`config.mk`:
```
export PLATFORM = sky130hd
export DESIGN_NAME = word_concatenation_window_match_unit
export DESIGN_NICKNAME = d
export VERILOG_FILES = /design/src/design/wcwm_pkg.sv /design/src/design/word_concatenation_window_match_unit.sv /design/src/design/wcwm_word_cam.sv
export SDC_FILE = /design/constraint.sdc
export NUM_CORES = 2
export LEC_CHECK = 0
export BUFFER_PORTS_ARGS = -buffer_cell sky130_fd_sc_hd__clkbuf_2
export CAP_MARGIN = 0
export CORE_MARGIN = 2
export CORE_UTILIZATION = 43
export DETAILED_ROUTE_END_ITERATION = 10
export GPL_TIMING_DRIVEN = 1
export HOLD_SLACK_MARGIN = 0.1
export PLACE_DENSITY = 0.68
export SKIP_LAST_GASP = 1
export SYNTH_ARGS = -nofsm -noshare
export SYNTH_HDL_FRONTEND = slang
export SYNTH_HIERARCHICAL = 1
export SYNTH_SLANG_ARGS = --single-unit
```
`constraint.sdc`:
```
create_clock -name clk -period 13 [get_ports clk]
set_input_delay 3.25 -clock clk [delete_from_list [all_inputs] [get_ports clk]]
set_output_delay 3.25 -clock clk [all_outputs]
set_load 0.02 [all_outputs]
```
`src/design/wcwm_pkg.sv`:
```
// ----------------------------------------------------------------------------
// wcwm_pkg
// Shared types and constants for the word concatenation window match unit.
// ----------------------------------------------------------------------------
package wcwm_pkg;

  localparam int WCWM_MAX_WORD_LEN = 8;
  localparam int WCWM_MAX_WORDS    = 16;
  localparam int WCWM_POS_WIDTH    = 16;
  localparam int WCWM_CLS_W        = 3;

  localparam logic [1:0] CMD_CLEAR   = 2'd0;
  localparam logic [1:0] CMD_ADD     = 2'd1;
  localparam logic [1:0] CMD_RESTART = 2'd2;
  localparam logic [1:0] CMD_TEXT    = 2'd3;

  localparam logic KIND_MATCH = 1'b0;
  localparam logic KIND_FULL  = 1'b1;

  typedef struct packed {
    logic [1:0]  command;
    logic [63:0] word_bytes;
    logic [7:0]  text_byte;
  } in_item_t;

  typedef struct packed {
    logic        kind;
    logic [15:0] match_start;
  } out_item_t;

endpackage

```
`src/design/word_concatenation_window_match_unit.sv`:
```
// ----------------------------------------------------------------------------
// word_concatenation_window_match_unit
// Streams text bytes against a loaded multiset of equal-length words and
// reports every start position of a concatenation of all of them.
//
//   channel  direction  handshake         payload
//   in       input      in_valid/in_stall  in_item_t  (command, word, byte)
//   out      output     out_valid/out_stall out_item_t (kind, match_start)
//   cfg      input      cfg_we             word length, 4 bits
//
// One item at a time. A text byte that completes a known word passes S_LOOK
// and S_CHK, plus S_SHID, S_SHDEC and S_RE per word dropped from the window's
// left end and S_EMIT when a result is produced; an unknown word leaves after
// S_LOOK. The window count memory's single read port sets the shrink step.
// Reset is synchronous and needs no clearing pass. A stalled output holds its
// result; the next result waits for it.
// ----------------------------------------------------------------------------
module word_concatenation_window_match_unit import wcwm_pkg::*; #(
  parameter int MAX_WORDS = WCWM_MAX_WORDS,
  parameter int POS_WIDTH = WCWM_POS_WIDTH
) (
  input  logic      clk,
  input  logic      rst,
  input  logic      in_valid,
  output logic      in_stall,
  input  in_item_t  in_data,
  output logic      out_valid,
  input  logic      out_stall,
  output out_item_t out_data,
  input  logic      cfg_we,
  input  logic [3:0] cfg_data
);

  localparam int IDW   = (MAX_WORDS > 1) ? $clog2(MAX_WORDS) : 1;
  localparam int CNTW  = $clog2(MAX_WORDS + 1);
  localparam int CAW   = WCWM_CLS_W + IDW;
  localparam int DEPTH = WCWM_MAX_WORD_LEN << IDW;
  localparam int PW1   = POS_WIDTH + 1;

  typedef enum logic [8:0] {
    S_IDLE  = 9'b000000001,
    S_ADD   = 9'b000000010,
    S_INC   = 9'b000000100,
    S_LOOK  = 9'b000001000,
    S_CHK   = 9'b000010000,
    S_SHID  = 9'b000100000,
    S_SHDEC = 9'b001000000,
    S_RE    = 9'b010000000,
    S_EMIT  = 9'b100000000
  } state_t;

  state_t                  state;
  logic [3:0]              word_length;
  logic [3:0]              len_eff;
  logic [CNTW-1:0]         distinct;
  logic [CNTW-1:0]         total;
  logic [63:0]             recent;
  logic [PW1-1:0]          pos;
  logic [WCWM_CLS_W-1:0]   pmod;
  logic [3:0]              pmod_inc;
  logic [WCWM_CLS_W-1:0]   pmod_next;
  logic [WCWM_CLS_W-1:0]   cls;
  logic [IDW-1:0]          id_q;
  logic [IDW-1:0]          old_q;
  logic [63:0]             add_word;
  logic [63:0]             add_mask;
  logic [63:0]             text_word;
  logic [63:0]             cam_key;
  logic                    cam_hit;
  logic [IDW-1:0]          cam_id;
  logic                    res_kind;
  logic [15:0]             res_start;
  logic                    in_acc;
  logic                    restart;

  logic [DEPTH-1:0]        vld;
  logic [IDW-1:0]          head [WCWM_MAX_WORD_LEN];
  logic [CNTW-1:0]         fill [WCWM_MAX_WORD_LEN];
  logic [IDW-1:0]          head_c;
  logic [CNTW-1:0]         fill_c;
  logic [IDW-1:0]          head_wrap;
  logic [IDW:0]            slot_sum;
  logic [IDW-1:0]          slot;

  logic [CNTW-1:0]         cnt_mem [DEPTH];
  logic [CNTW-1:0]         cnt_rd;
  logic                    cnt_rdv;
  logic [CNTW-1:0]         cnt_eff;
  logic                    cnt_re;
  logic                    cnt_we;
  logic [CAW-1:0]          cnt_raddr;
  logic [CAW-1:0]          cnt_waddr;
  logic [CNTW-1:0]         cnt_wdata;

  logic [IDW-1:0]          ids_mem [DEPTH];
  logic [IDW-1:0]          ids_rd;
  logic                    ids_re;
  logic                    ids_we;

  logic [CNTW-1:0]         tgt_mem [MAX_WORDS];
  logic [CNTW-1:0]         tgt_rd;
  logic                    tgt_re;
  logic                    tgt_we;
  logic [IDW-1:0]          tgt_waddr;
  logic [CNTW-1:0]         tgt_wdata;

  logic                    shrink;
  logic                    append;
  logic [PW1-1:0]          start;
  logic [PW1-1:0]          back;
  logic [PW1-1:0]          diff;

  assign in_stall = (state != S_IDLE);
  assign in_acc   = in_valid && !in_stall;
  assign restart  = cfg_we || (in_acc && (in_data.command != CMD_TEXT));

  always_comb begin
    if (word_length == 4'd0) begin
      len_eff = 4'd1;
    end else if (word_length > 4'(WCWM_MAX_WORD_LEN)) begin
      len_eff = 4'(WCWM_MAX_WORD_LEN);
    end else begin
      len_eff = word_length;
    end
  end

  always_comb begin
    if (len_eff >= 4'd8) begin
      add_mask = '1;
    end else begin
      add_mask = (64'd1 << {len_eff, 3'b000}) - 64'd1;
    end
  end

  assign text_word = recent >> (7'd64 - {len_eff, 3'b000});
  assign cam_key   = (state == S_ADD) ? add_word : text_word;

  assign pmod_inc  = {1'b0, pmod} + 4'd1;
  assign pmod_next = (pmod_inc == len_eff) ? '0 : pmod_inc[WCWM_CLS_W-1:0];

  assign head_c    = head[cls];
  assign fill_c    = fill[cls];
  assign head_wrap = (head_c == IDW'(MAX_WORDS - 1)) ? '0 : head_c + IDW'(1);
  assign slot_sum  = (IDW + 1)'(head_c) + (IDW + 1)'(fill_c);
  assign slot      = (slot_sum >= (IDW + 1)'(MAX_WORDS)) ?
                     IDW'(slot_sum - (IDW + 1)'(MAX_WORDS)) : slot_sum[IDW-1:0];

  assign cnt_eff = cnt_rdv ? cnt_rd : '0;
  assign shrink  = (cnt_eff >= tgt_rd) && (fill_c != '0);
  assign append  = !shrink && (fill_c < CNTW'(MAX_WORDS));

  assign start = pos - PW1'(len_eff);
  assign back  = PW1'(fill_c * {{CNTW{1'b0}}, len_eff});
  assign diff  = (start >= back) ? start - back : '0;

  wcwm_word_cam #(
    .MAX_WORDS (MAX_WORDS)
  ) u_cam (
    .clk    (clk),
    .we     (state == S_ADD && !cam_hit),
    .waddr  (distinct[IDW-1:0]),
    .wdata  (add_word),
    .key    (cam_key),
    .used   (distinct),
    .hit    (cam_hit),
    .hit_id (cam_id)
  );

  // memory port control
  always_comb begin
    cnt_re    = ((state == S_LOOK) && cam_hit) || (state == S_SHID) || (state == S_RE);
    cnt_raddr = {cls, id_q};
    if (state == S_LOOK) begin
      cnt_raddr = {cls, cam_id};
    end else if (state == S_SHID) begin
      cnt_raddr = {cls, ids_rd};
    end
    cnt_we    = ((state == S_CHK) && append) || ((state == S_SHDEC) && (cnt_eff != '0));
    cnt_waddr = (state == S_SHDEC) ? {cls, old_q} : {cls, id_q};
    cnt_wdata = (state == S_SHDEC) ? cnt_eff - CNTW'(1) : cnt_eff + CNTW'(1);

    ids_re    = (state == S_CHK) && shrink;
    ids_we    = (state == S_CHK) && append;

    tgt_re    = ((state == S_ADD) || (state == S_LOOK)) && cam_hit;
    tgt_we    = ((state == S_ADD) && !cam_hit) || (state == S_INC);
    tgt_waddr = (state == S_INC) ? id_q : distinct[IDW-1:0];
    tgt_wdata = (state == S_INC) ? tgt_rd + CNTW'(1) : CNTW'(1);
  end

  always_ff @(posedge clk) begin
    if (cnt_we) begin
      cnt_mem[cnt_waddr] <= cnt_wdata;
    end
    if (cnt_re) begin
      cnt_rd  <= cnt_mem[cnt_raddr];
      cnt_rdv <= vld[cnt_raddr];
    end
  end

  always_ff @(posedge clk) begin
    if (ids_we) begin
      ids_mem[{cls, slot}] <= id_q;
    end
    if (ids_re) begin
      ids_rd <= ids_mem[{cls, head_c}];
    end
  end

  always_ff @(posedge clk) begin
    if (tgt_we) begin
      tgt_mem[tgt_waddr] <= tgt_wdata;
    end
    if (tgt_re) begin
      tgt_rd <= tgt_mem[cam_id];
    end
  end

  always_ff @(posedge clk) begin
    if (rst) begin
      state       <= S_IDLE;
      word_length <= 4'd1;
      distinct    <= '0;
      total       <= '0;
      recent      <= '0;
      pos         <= '0;
      pmod        <= '0;
      vld         <= '0;
      out_valid   <= 1'b0;
      for (int i = 0; i < WCWM_MAX_WORD_LEN; i++) begin
        head[i] <= '0;
        fill[i] <= '0;
      end
    end else begin
      if (out_valid && !out_stall && (state != S_EMIT)) begin
        out_valid <= 1'b0;
      end
      if (cfg_we) begin
        word_length <= cfg_data;
      end
      if (restart) begin
        recent <= '0;
        pos    <= '0;
        pmod   <= '0;
        vld    <= '0;
        for (int i = 0; i < WCWM_MAX_WORD_LEN; i++) begin
          head[i] <= '0;
          fill[i] <= '0;
        end
      end
      unique case (state)
        S_IDLE: begin
          if (in_acc) begin
            unique case (in_data.command)
              CMD_CLEAR: begin
                distinct <= '0;
                total    <= '0;
              end
              CMD_ADD: begin
                if (total >= CNTW'(MAX_WORDS)) begin
                  res_kind  <= KIND_FULL;
                  res_start <= '0;
                  state     <= S_EMIT;
                end else begin
                  add_word <= in_data.word_bytes & add_mask;
                  state    <= S_ADD;
                end
              end
              CMD_RESTART: begin
              end
              CMD_TEXT: begin
                if (!pos[POS_WIDTH]) begin
                  recent <= {in_data.text_byte, recent[63:8]};
                  pos    <= pos + PW1'(1);
                  pmod   <= pmod_next;
                  cls    <= pmod_next;
                  if ((pos + PW1'(1) >= PW1'(len_eff)) && (distinct != '0)) begin
                    state <= S_LOOK;
                  end
                end
              end
              default: begin
              end
            endcase
          end
        end
        S_ADD: begin
          total <= total + CNTW'(1);
          if (cam_hit) begin
            id_q  <= cam_id;
            state <= S_INC;
          end else begin
            distinct <= distinct + CNTW'(1);
            state    <= S_IDLE;
          end
        end
        S_INC: begin
          state <= S_IDLE;
        end
        S_LOOK: begin
          if (cam_hit) begin
            id_q  <= cam_id;
            state <= S_CHK;
          end else begin
            for (int i = 0; i < (1 << IDW); i++) begin
              vld[{cls, IDW'(i)}] <= 1'b0;
            end
            head[cls] <= '0;
            fill[cls] <= '0;
            state     <= S_IDLE;
          end
        end
        S_CHK: begin
          if (shrink) begin
            state <= S_SHID;
          end else if (!append) begin
            state <= S_IDLE;
          end else begin
            fill[cls]         <= fill_c + CNTW'(1);
            vld[{cls, id_q}]  <= 1'b1;
            if (fill_c + CNTW'(1) == total) begin
              res_kind  <= KIND_MATCH;
              res_start <= 16'(diff);
              state     <= S_EMIT;
            end else begin
              state <= S_IDLE;
            end
          end
        end
        S_SHID: begin
          old_q <= ids_rd;
          state <= S_SHDEC;
        end
        S_SHDEC: begin
          head[cls] <= head_wrap;
          fill[cls] <= fill_c - CNTW'(1);
          state     <= S_RE;
        end
        S_RE: begin
          state <= S_CHK;
        end
        S_EMIT: begin
          if (!out_valid || !out_stall) begin
            out_valid            <= 1'b1;
            out_data.kind        <= res_kind;
            out_data.match_start <= res_start;
            state                <= S_IDLE;
          end
        end
        default: begin
          state <= S_IDLE;
        end
      endcase
    end
  end

endmodule

```
`src/design/wcwm_word_cam.sv`:
```
// ----------------------------------------------------------------------------
// wcwm_word_cam
// Table of distinct words with a parallel compare against one key.
// ----------------------------------------------------------------------------
module wcwm_word_cam import wcwm_pkg::*; #(
  parameter int MAX_WORDS = WCWM_MAX_WORDS
) (
  input  logic                                      clk,
  input  logic                                      we,
  input  logic [((MAX_WORDS > 1) ? $clog2(MAX_WORDS) : 1)-1:0] waddr,
  input  logic [63:0]                               wdata,
  input  logic [63:0]                               key,
  input  logic [$clog2(MAX_WORDS + 1)-1:0]          used,
  output logic                                      hit,
  output logic [((MAX_WORDS > 1) ? $clog2(MAX_WORDS) : 1)-1:0] hit_id
);

  localparam int IDW  = (MAX_WORDS > 1) ? $clog2(MAX_WORDS) : 1;
  localparam int CNTW = $clog2(MAX_WORDS + 1);

  logic [63:0]          words [MAX_WORDS];
  logic [MAX_WORDS-1:0] match;

  always_ff @(posedge clk) begin
    if (we) begin
      words[waddr] <= wdata;
    end
  end

  always_comb begin
    for (int i = 0; i < MAX_WORDS; i++) begin
      match[i] = (CNTW'(i) < used) && (words[i] == key);
    end
  end

  always_comb begin
    hit_id = '0;
    for (int i = MAX_WORDS - 1; i >= 0; i--) begin
      if (match[i]) begin
        hit_id = IDW'(i);
      end
    end
  end

  assign hit = |match;

endmodule
```
# Word level (Yosys, flattened, before mapping)
# Memories as Yosys holds them, arrays and structs flattened. A register that Yosys moved wholly into a read port is not among the register bits.
# Cells that the tools add are included.
# word_totals
register_bits,346
ramBits,2328
input_bits,83
out_inout_bits,19
mem_count,6
# memory_table
memory,words,width,rd,rd_ports_with_merged_regs,write_ports,line,rtl
u_cam.words,16,64,16,0,1,wcwm_word_cam.sv:21,logic [63:0] words [MAX_WORDS];
cnt_mem,128,5,1,1,1,word_concatenation_window_match_unit.sv:85,logic [CNTW-1:0] cnt_mem [DEPTH];
ids_mem,128,4,1,1,1,word_concatenation_window_match_unit.sv:95,logic [IDW-1:0] ids_mem [DEPTH];
tgt_mem,16,5,1,1,1,word_concatenation_window_match_unit.sv:100,logic [CNTW-1:0] tgt_mem [MAX_WORDS];
fill,8,5,1,1,9,word_concatenation_window_match_unit.sv:78,logic [CNTW-1:0] fill [WCWM_MAX_WORD_LEN];
head,8,4,1,1,9,word_concatenation_window_match_unit.sv:77,logic [IDW-1:0] head [WCWM_MAX_WORD_LEN];
# classes
add_sub_neg,16
mul,1
order_cmp,59
eq_ne,45
n_shift,2
n_mux,168
bitwise,56
n_reduce_logical,76
# ops
op,n
AND 128 bit,16
== test 64 bit,16
two-way mux 128 bit,5
two-way mux 64 bit,7
one-hot mux 128 bit (2 select lines),1
"less-than comparator 7 x 8 -> 1 bit, second input constant",18
two-way mux 4 bit,33
NOT 113 -> 128 bit,1
NOT 114 -> 128 bit,1
NOT 115 -> 128 bit,1
NOT 116 -> 128 bit,1
NOT 117 -> 128 bit,1
NOT 118 -> 128 bit,1
NOT 119 -> 128 bit,1
NOT 120 -> 128 bit,1
NOT 121 -> 128 bit,1
NOT 122 -> 128 bit,1
NOT 123 -> 128 bit,1
NOT 124 -> 128 bit,1
NOT 125 -> 128 bit,1
NOT 126 -> 128 bit,1
NOT 127 -> 128 bit,1
NOT 128 bit,1
OR 128 bit,1
77 further kinds,310

# Depth between registers and ports, before layout
# depth
depth_word,27
depth_mapped,35
mapped_depth_nobuf,27

# Cells and area by module
# Netlist, hierarchy kept.
# modules_own_cells
mod,instances,cells_per_inst,area_per_inst_um2,seq_area_each_um2
word_concatenation_window_match_unit,1,5919,71624.9,47665.7
wcwm_word_cam,1,2676,43097.6,30749.5

# Worst setup path before layout
# No wires, ideal clock.
# synth_timing
kind,flip-flop to flip-flop
start,register word_length[3]
end,memory u_cam.words[0][0] (enable)
setup_ns,0.565
arrival_ns,10.052
t_required_ns,12.435
setup_slack_ns,2.383
stages_incl_launch_ff,27
n_path_buf,7
period_less_slack_ns,10.617
path_cell_list,dfxtp_1 -> clkbuf_1 -> nor2_1 -> inv_2 -> buf_1 -> buf_1 -> ha_1 -> ha_1 -> clkbuf_1 -> nand2_1 -> nor2_1 -> a21oi_1 -> a21oi_1 -> clkbuf_1 -> buf_2 -> xor2_1 -> nor4_1 -> o2111ai_1 -> nor3_1 -> nand4_1 -> nand2_1 -> nor3_1 -> nand3_1 -> clkbuf_1 -> nor2_1 -> or3b_2 -> nor3_1
# synth_between
elab_chain_len,13
# synth_rtl
element,line,rtl
from (decl),word_concatenation_window_match_unit.sv:53,logic [3:0] word_length;
from (signal assigned),word_concatenation_window_match_unit.sv:239,word_length <= cfg_data;
greater-than comparator 4 bit,word_concatenation_window_match_unit.sv:120,end else if (word_length > 4'(WCWM_MAX_WORD_LEN)) begin
two-way mux 4 bit,word_concatenation_window_match_unit.sv:120,
two-way mux 4 bit (*),word_concatenation_window_match_unit.sv:118,if (word_length == 4'd0) begin
subtractor 7 bit (*),word_concatenation_window_match_unit.sv:135,"assign text_word = recent >> (7'd64 - {len_eff, 3'b000});"
right shift 64 x 7 -> 64 bit (*),word_concatenation_window_match_unit.sv:135,
two-way mux 64 bit (*),word_concatenation_window_match_unit.sv:136,assign cam_key = (state == S_ADD) ? add_word : text_word;
net cam_key[24],word_concatenation_window_match_unit.sv:68,logic [63:0] cam_key;
== test 64 bit,wcwm_word_cam.sv:32,match[i] = (CNTW'(i) < used) && (words[i] == key);
logical AND 1 bit,wcwm_word_cam.sv:32,
OR reduction 16 bit (*),wcwm_word_cam.sv:45,assign hit = |match;
net cam_hit,word_concatenation_window_match_unit.sv:69,logic cam_hit;
logical NOT 1 bit (*),word_concatenation_window_match_unit.sv:160,".we (state == S_ADD && !cam_hit),"
logical AND 1 bit (*),word_concatenation_window_match_unit.sv:160,
two-way mux 1 bit (*),wcwm_word_cam.sv:25,if (we) begin
two-way mux 1 bit (implied by the code) (*),wcwm_word_cam.sv:26,words[waddr] <= wdata;
to (decl),wcwm_word_cam.sv:21,
# The timed path passes the listed nets; every way through them passes the cells marked *.

# Worst setup path after layout
# layout_timing
start,register word_length[3]
end,register cnt_rd[1] (read register of cnt_mem) (data pin)
# layout_between
elab_chain_len,25
# layout_rtl
element,line,rtl
greater-than comparator 4 bit,word_concatenation_window_match_unit.sv:120,
two-way mux 4 bit,word_concatenation_window_match_unit.sv:120,
two-way mux 4 bit (*),word_concatenation_window_match_unit.sv:118,
subtractor 7 bit (*),word_concatenation_window_match_unit.sv:135,
right shift 64 x 7 -> 64 bit (*),word_concatenation_window_match_unit.sv:135,
two-way mux 64 bit (*),word_concatenation_window_match_unit.sv:136,
net cam_key[29],word_concatenation_window_match_unit.sv:68,
== test 64 bit,wcwm_word_cam.sv:32,
logical AND 1 bit,wcwm_word_cam.sv:32,
two-way mux 4 bit (15 in a row),wcwm_word_cam.sv:39,if (match[i]) begin
two-way mux 4 bit (*),wcwm_word_cam.sv:39,
net cam_id[0],word_concatenation_window_match_unit.sv:70,logic [IDW-1:0] cam_id;
two-way mux 4 bit (*),word_concatenation_window_match_unit.sv:173,if (state == S_LOOK) begin
to (decl),word_concatenation_window_match_unit.sv:86,logic [CNTW-1:0] cnt_rd;
# Marked as above.
# A chain may end at the register's enable or synchronous reset.

==> impl_metrics.py <==
metrics = {
    "run_status": {
        "outcome": "complete, but fails checks",
        "violations": "capacitance limit, slew limit",
    },
    "sta": {
        "fin_crit_sh_pct": 96.2,
        "max_freq_mhz": 80.0,
        "fin_tns_setup_ps": 0,
        "period_minus_slack_ps": 12510,
        "relSlewSlack_pct": -7.90,
        "worst_pin_slew_ps": 1620,
        "finalMaxSlewViolations": 53,
        "skew_ps": 45.6,
        "final-hold-violation-count": 0,
        "setup_viol": 0,
        "rsz0062_at_grt": "no",
        "timing.final.ws_setup_ps": 494,
    },
    "routing": {
        "wl_per_cell_um": 30.2,
        "routed_via_density": 6.23,
        "vias": 77779,
        "ant_nets": 0,
        "drcViolationCount": 0,
        "wl_um": 377000,
        "drt-initial-drc-count": 12857,
        "dr.pass1.iters": 7,
    },
    "critical_path": {
        "worstPathArrival_ps": 13070,
        "cp-start-kind": "flip-flop",
        "path_max_fanout": 121,
        "r2r_start": "word_length[3]",
        "path_class": "flip-flop to flip-flop",
        "crit_path_start": "word_length[3]",
        "worstSetupEndpoint": "cnt_rd[1]",
        "rr_worst_depth": 25,
        "cp_data_required_time_ps": 13560,
        "cp-end-kind": "flip-flop",
        "r2r_end": "cnt_rd[1]",
        "critPathMaxStageDelay_ps": 1080,
        "reg2reg_setup_slack_ps": 490,
        "cp_slowest_cell": "mux2_4",
    },
    "cts": {
        "cts_resized": 0,
        "cts_tree": "yes",
        "cts.clk_slew.worst_paths_ps": 70,
        "cts_sinks": 2691,
        "numCtsBuffers": 278,
        "cts.path.max_buffers": 4,
        "clockRootBuffer": "clkbuf_16",
        "clk_latency_ps": 880,
        "ctsHoldBuffers": 0,
        "post_cts_buffers": 0,
        "htreeDepth": 5,
    },
    "logic_synthesis": {
        "syn_nets": 8747,
        "synthArstFlopShare_pct": 0,
        "synth_seq_cells": 2691,
        "ys.flop_type": "edfxtp_1",
        "synth_area_mm2": 0.115,
        "synth.area.top_cells": "edfxtp_1, xnor2_1, dfxtp_1",
        "yosysUniqueCellTypes": 86,
        "netlist.area_leader.share_pct": 64.2,
        "avgSynthCellArea_um2": 13.3,
        "synth_warnings": 6,
        "yosysSeqAreaShare_pct": 68.4,
        "synth_edf_count": 2452,
        "synth_top_area_cell": "edfxtp_1",
        "synthesis.instances": 8595,
    },
    "grt": {
        "grt_use_total_pct": 27.0,
        "grt_pass1_wl_um": 531000,
        "globalRoute.totalOverflow": 0,
        "antenna_found_initial": 37,
        "grt_max_degree": 147,
        "first_global_vias": 73251,
    },
    "floorplan": {
        "row_count": 189,
        "start_util_pct": 43.2,
        "dieArea_mm2": 0.271,
        "die-width_um": 521,
        "die_y_um": 521,
        "io_pins": 102,
        "coreArea_mm2": 0.265,
    },
    "placed_design": {
        "routabilityCongestion": 0.950,
        "dpl_cell_area_mm2": 0.120,
        "dp_hpwl_um": 223000,
        "dpl_worst_slack_ps": 1170,
        "portBuffers": 101,
    },
    "power": {
        "pwr_density_cell_mw_per_mm2": 140,
        "irDropWorstVdd_uv": 127,
        "p_leak_nw": 42.7,
    },
    "cells_and_area": {
        "ff_latch_area_mm2": 0.0784,
        "final_util_pct": 48.7,
        "fillerInstances": 22626,
        "multi_input_area_mm2": 0.0343,
        "layout-drive-gt1-share_pct": 10.9,
        "fin_area_mm2": 0.129,
        "nets": 8861,
        "area.growth.synth_to_final_pct": 12.5,
    },
    "run": {
        "maxCapViolations": 3,
    },
    "hold_path": {
        "hold_path.class": "flip-flop to flip-flop",
    },
}
[per-stage QoR]
step / hold slack (ps) / total power [W] / std cells
floorplan: 400 / 0.00998 / 8595
global placement: 406 / 0.0103 / 11961
detailed placement: 405 / 0.0103 / 11962
CTS: 419 / 0.0180 / 12461
global route: 421 / 0.0184 / 12463
finish: 417 / 0.0180 / 12479
[how the worst min path moves through the flow]
stage / startpoint / to / slack (ps) / cells past startpoint
after floorplan: res_start[0] / out_data[0] / 400 / 0
after global placement: res_kind / out_data[16] / 410 / 0
after detailed placement: res_start[11] / out_data[11] / 400 / 0
after CTS: res_start[11] / out_data[11] / 420 / 0
after global routing: res_start[14] / out_data[14] / 420 / 0
final: res_start[4] / out_data[4] / 420 / 0
[cell type report]
class / count / share of cell area [%]
Sequential cell: 2691 / 60.7
Multi-Input combinational cell: 5251 / 26.5
Timing Repair Buffer: 373 / 2.05
Clock buffer: 357 / 5.87
Inverter: 114 / 0.339
Tap cell: 3533 / 3.42
Clock inverter: 142 / 1.00
Antenna cell: 18 / 0.0349
[worst max-delay path: cells and delay by family (launching register included)]
kind / cells / cell delay, ps
AOI/OAI and AO/OA: 8 / 4190
xor gates and xnor gates: 1 / 220
buffers and inverters: 2 / 780
muxes: 2 / 1270
and+or+nand+nor: 10 / 3860
DFF: 1 / 480
adders and majority gates: 2 / 1230
[Yosys cell counts, types with 28 or more instances]
master	number
nand4_1	266
xnor2_1	576
nand2_1	1089
mux4_2	51
edfxtp_1	2452
o21ai_0	233
nor3_1	110
inv_1	98
mux2i_1	167
clkbuf_1	331
ha_1	59
nor4_1	143
nor2_1	506
nor2b_1	47
nand3_1	430
a32oi_1	43
a31oi_1	138
xor2_1	423
dfxtp_1	239
a21oi_1	117
nand2b_1	28
and3_1	124
a22o_1	189
buf_2	141
a311oi_1	42
and2_1	43
o22ai_1	30
buf_1	62
[flip-flops by register name, summed over array words and instances (netlist names), 3 cells and up, named ones only]
register	count
cnt_rd	5
word_length	4
pmod	3
vld	128
old_q	4
out_data	17
cnt_mem	640
fill	40
ids_rd	4
head	32
tgt_mem	80
state	9
ids_mem	512
recent	64
tgt_rd	5
id_q	4
pos	17
u_cam/words	1024
total	5
distinct	5
add_word	64
cls	3
res_start	16
[cells by family after synthesis]
logic type / count (synthesis) / synth area share, %
buffers and inverters: 653 / 2.31
and+or+nand+nor: 2883 / 11.8
adders and majority gates: 69 / 0.818
DFF: 2691 / 68.4
AOI/OAI and AO/OA: 1069 / 6.51
muxes: 231 / 2.60
xor gates and xnor gates: 999 / 7.63
[report_power, final]
group | internal (W) | total, W | switching [W]
combinational | 0.000213 | 0.000744 | 0.000531
sequential | 0.00935 | 0.00936 | 0.0000149
clock | 0.00452 | 0.00791 | 0.00339
[cell usage in the layout, fill, tap and decap left out, drive strengths merged, types with 104 or more instances in the layout]
master and n:
nand3 430, a31oi 138, mux2i 169, and3 124, edfxtp 2452, inv 123, xnor2 576, o21ai 252
nand4 267, nand2 1089, a21oi 117, dfxtp 239, clkinv 104, nor2 506, nor4 145, a22o 189
clkbuf 458, buf 272, xor2 423, nor3 110
[layer usage]
layer	up-vias	global-route usage (%)	routed length, um
li1	32240	-	-
met1	38674	36.0	136000
met2	5581	41.5	169000
met3	1264	5.73	47400
met4	20	14.4	24200
met5	-	0.211	205
(Power assumes the default switching activity.)
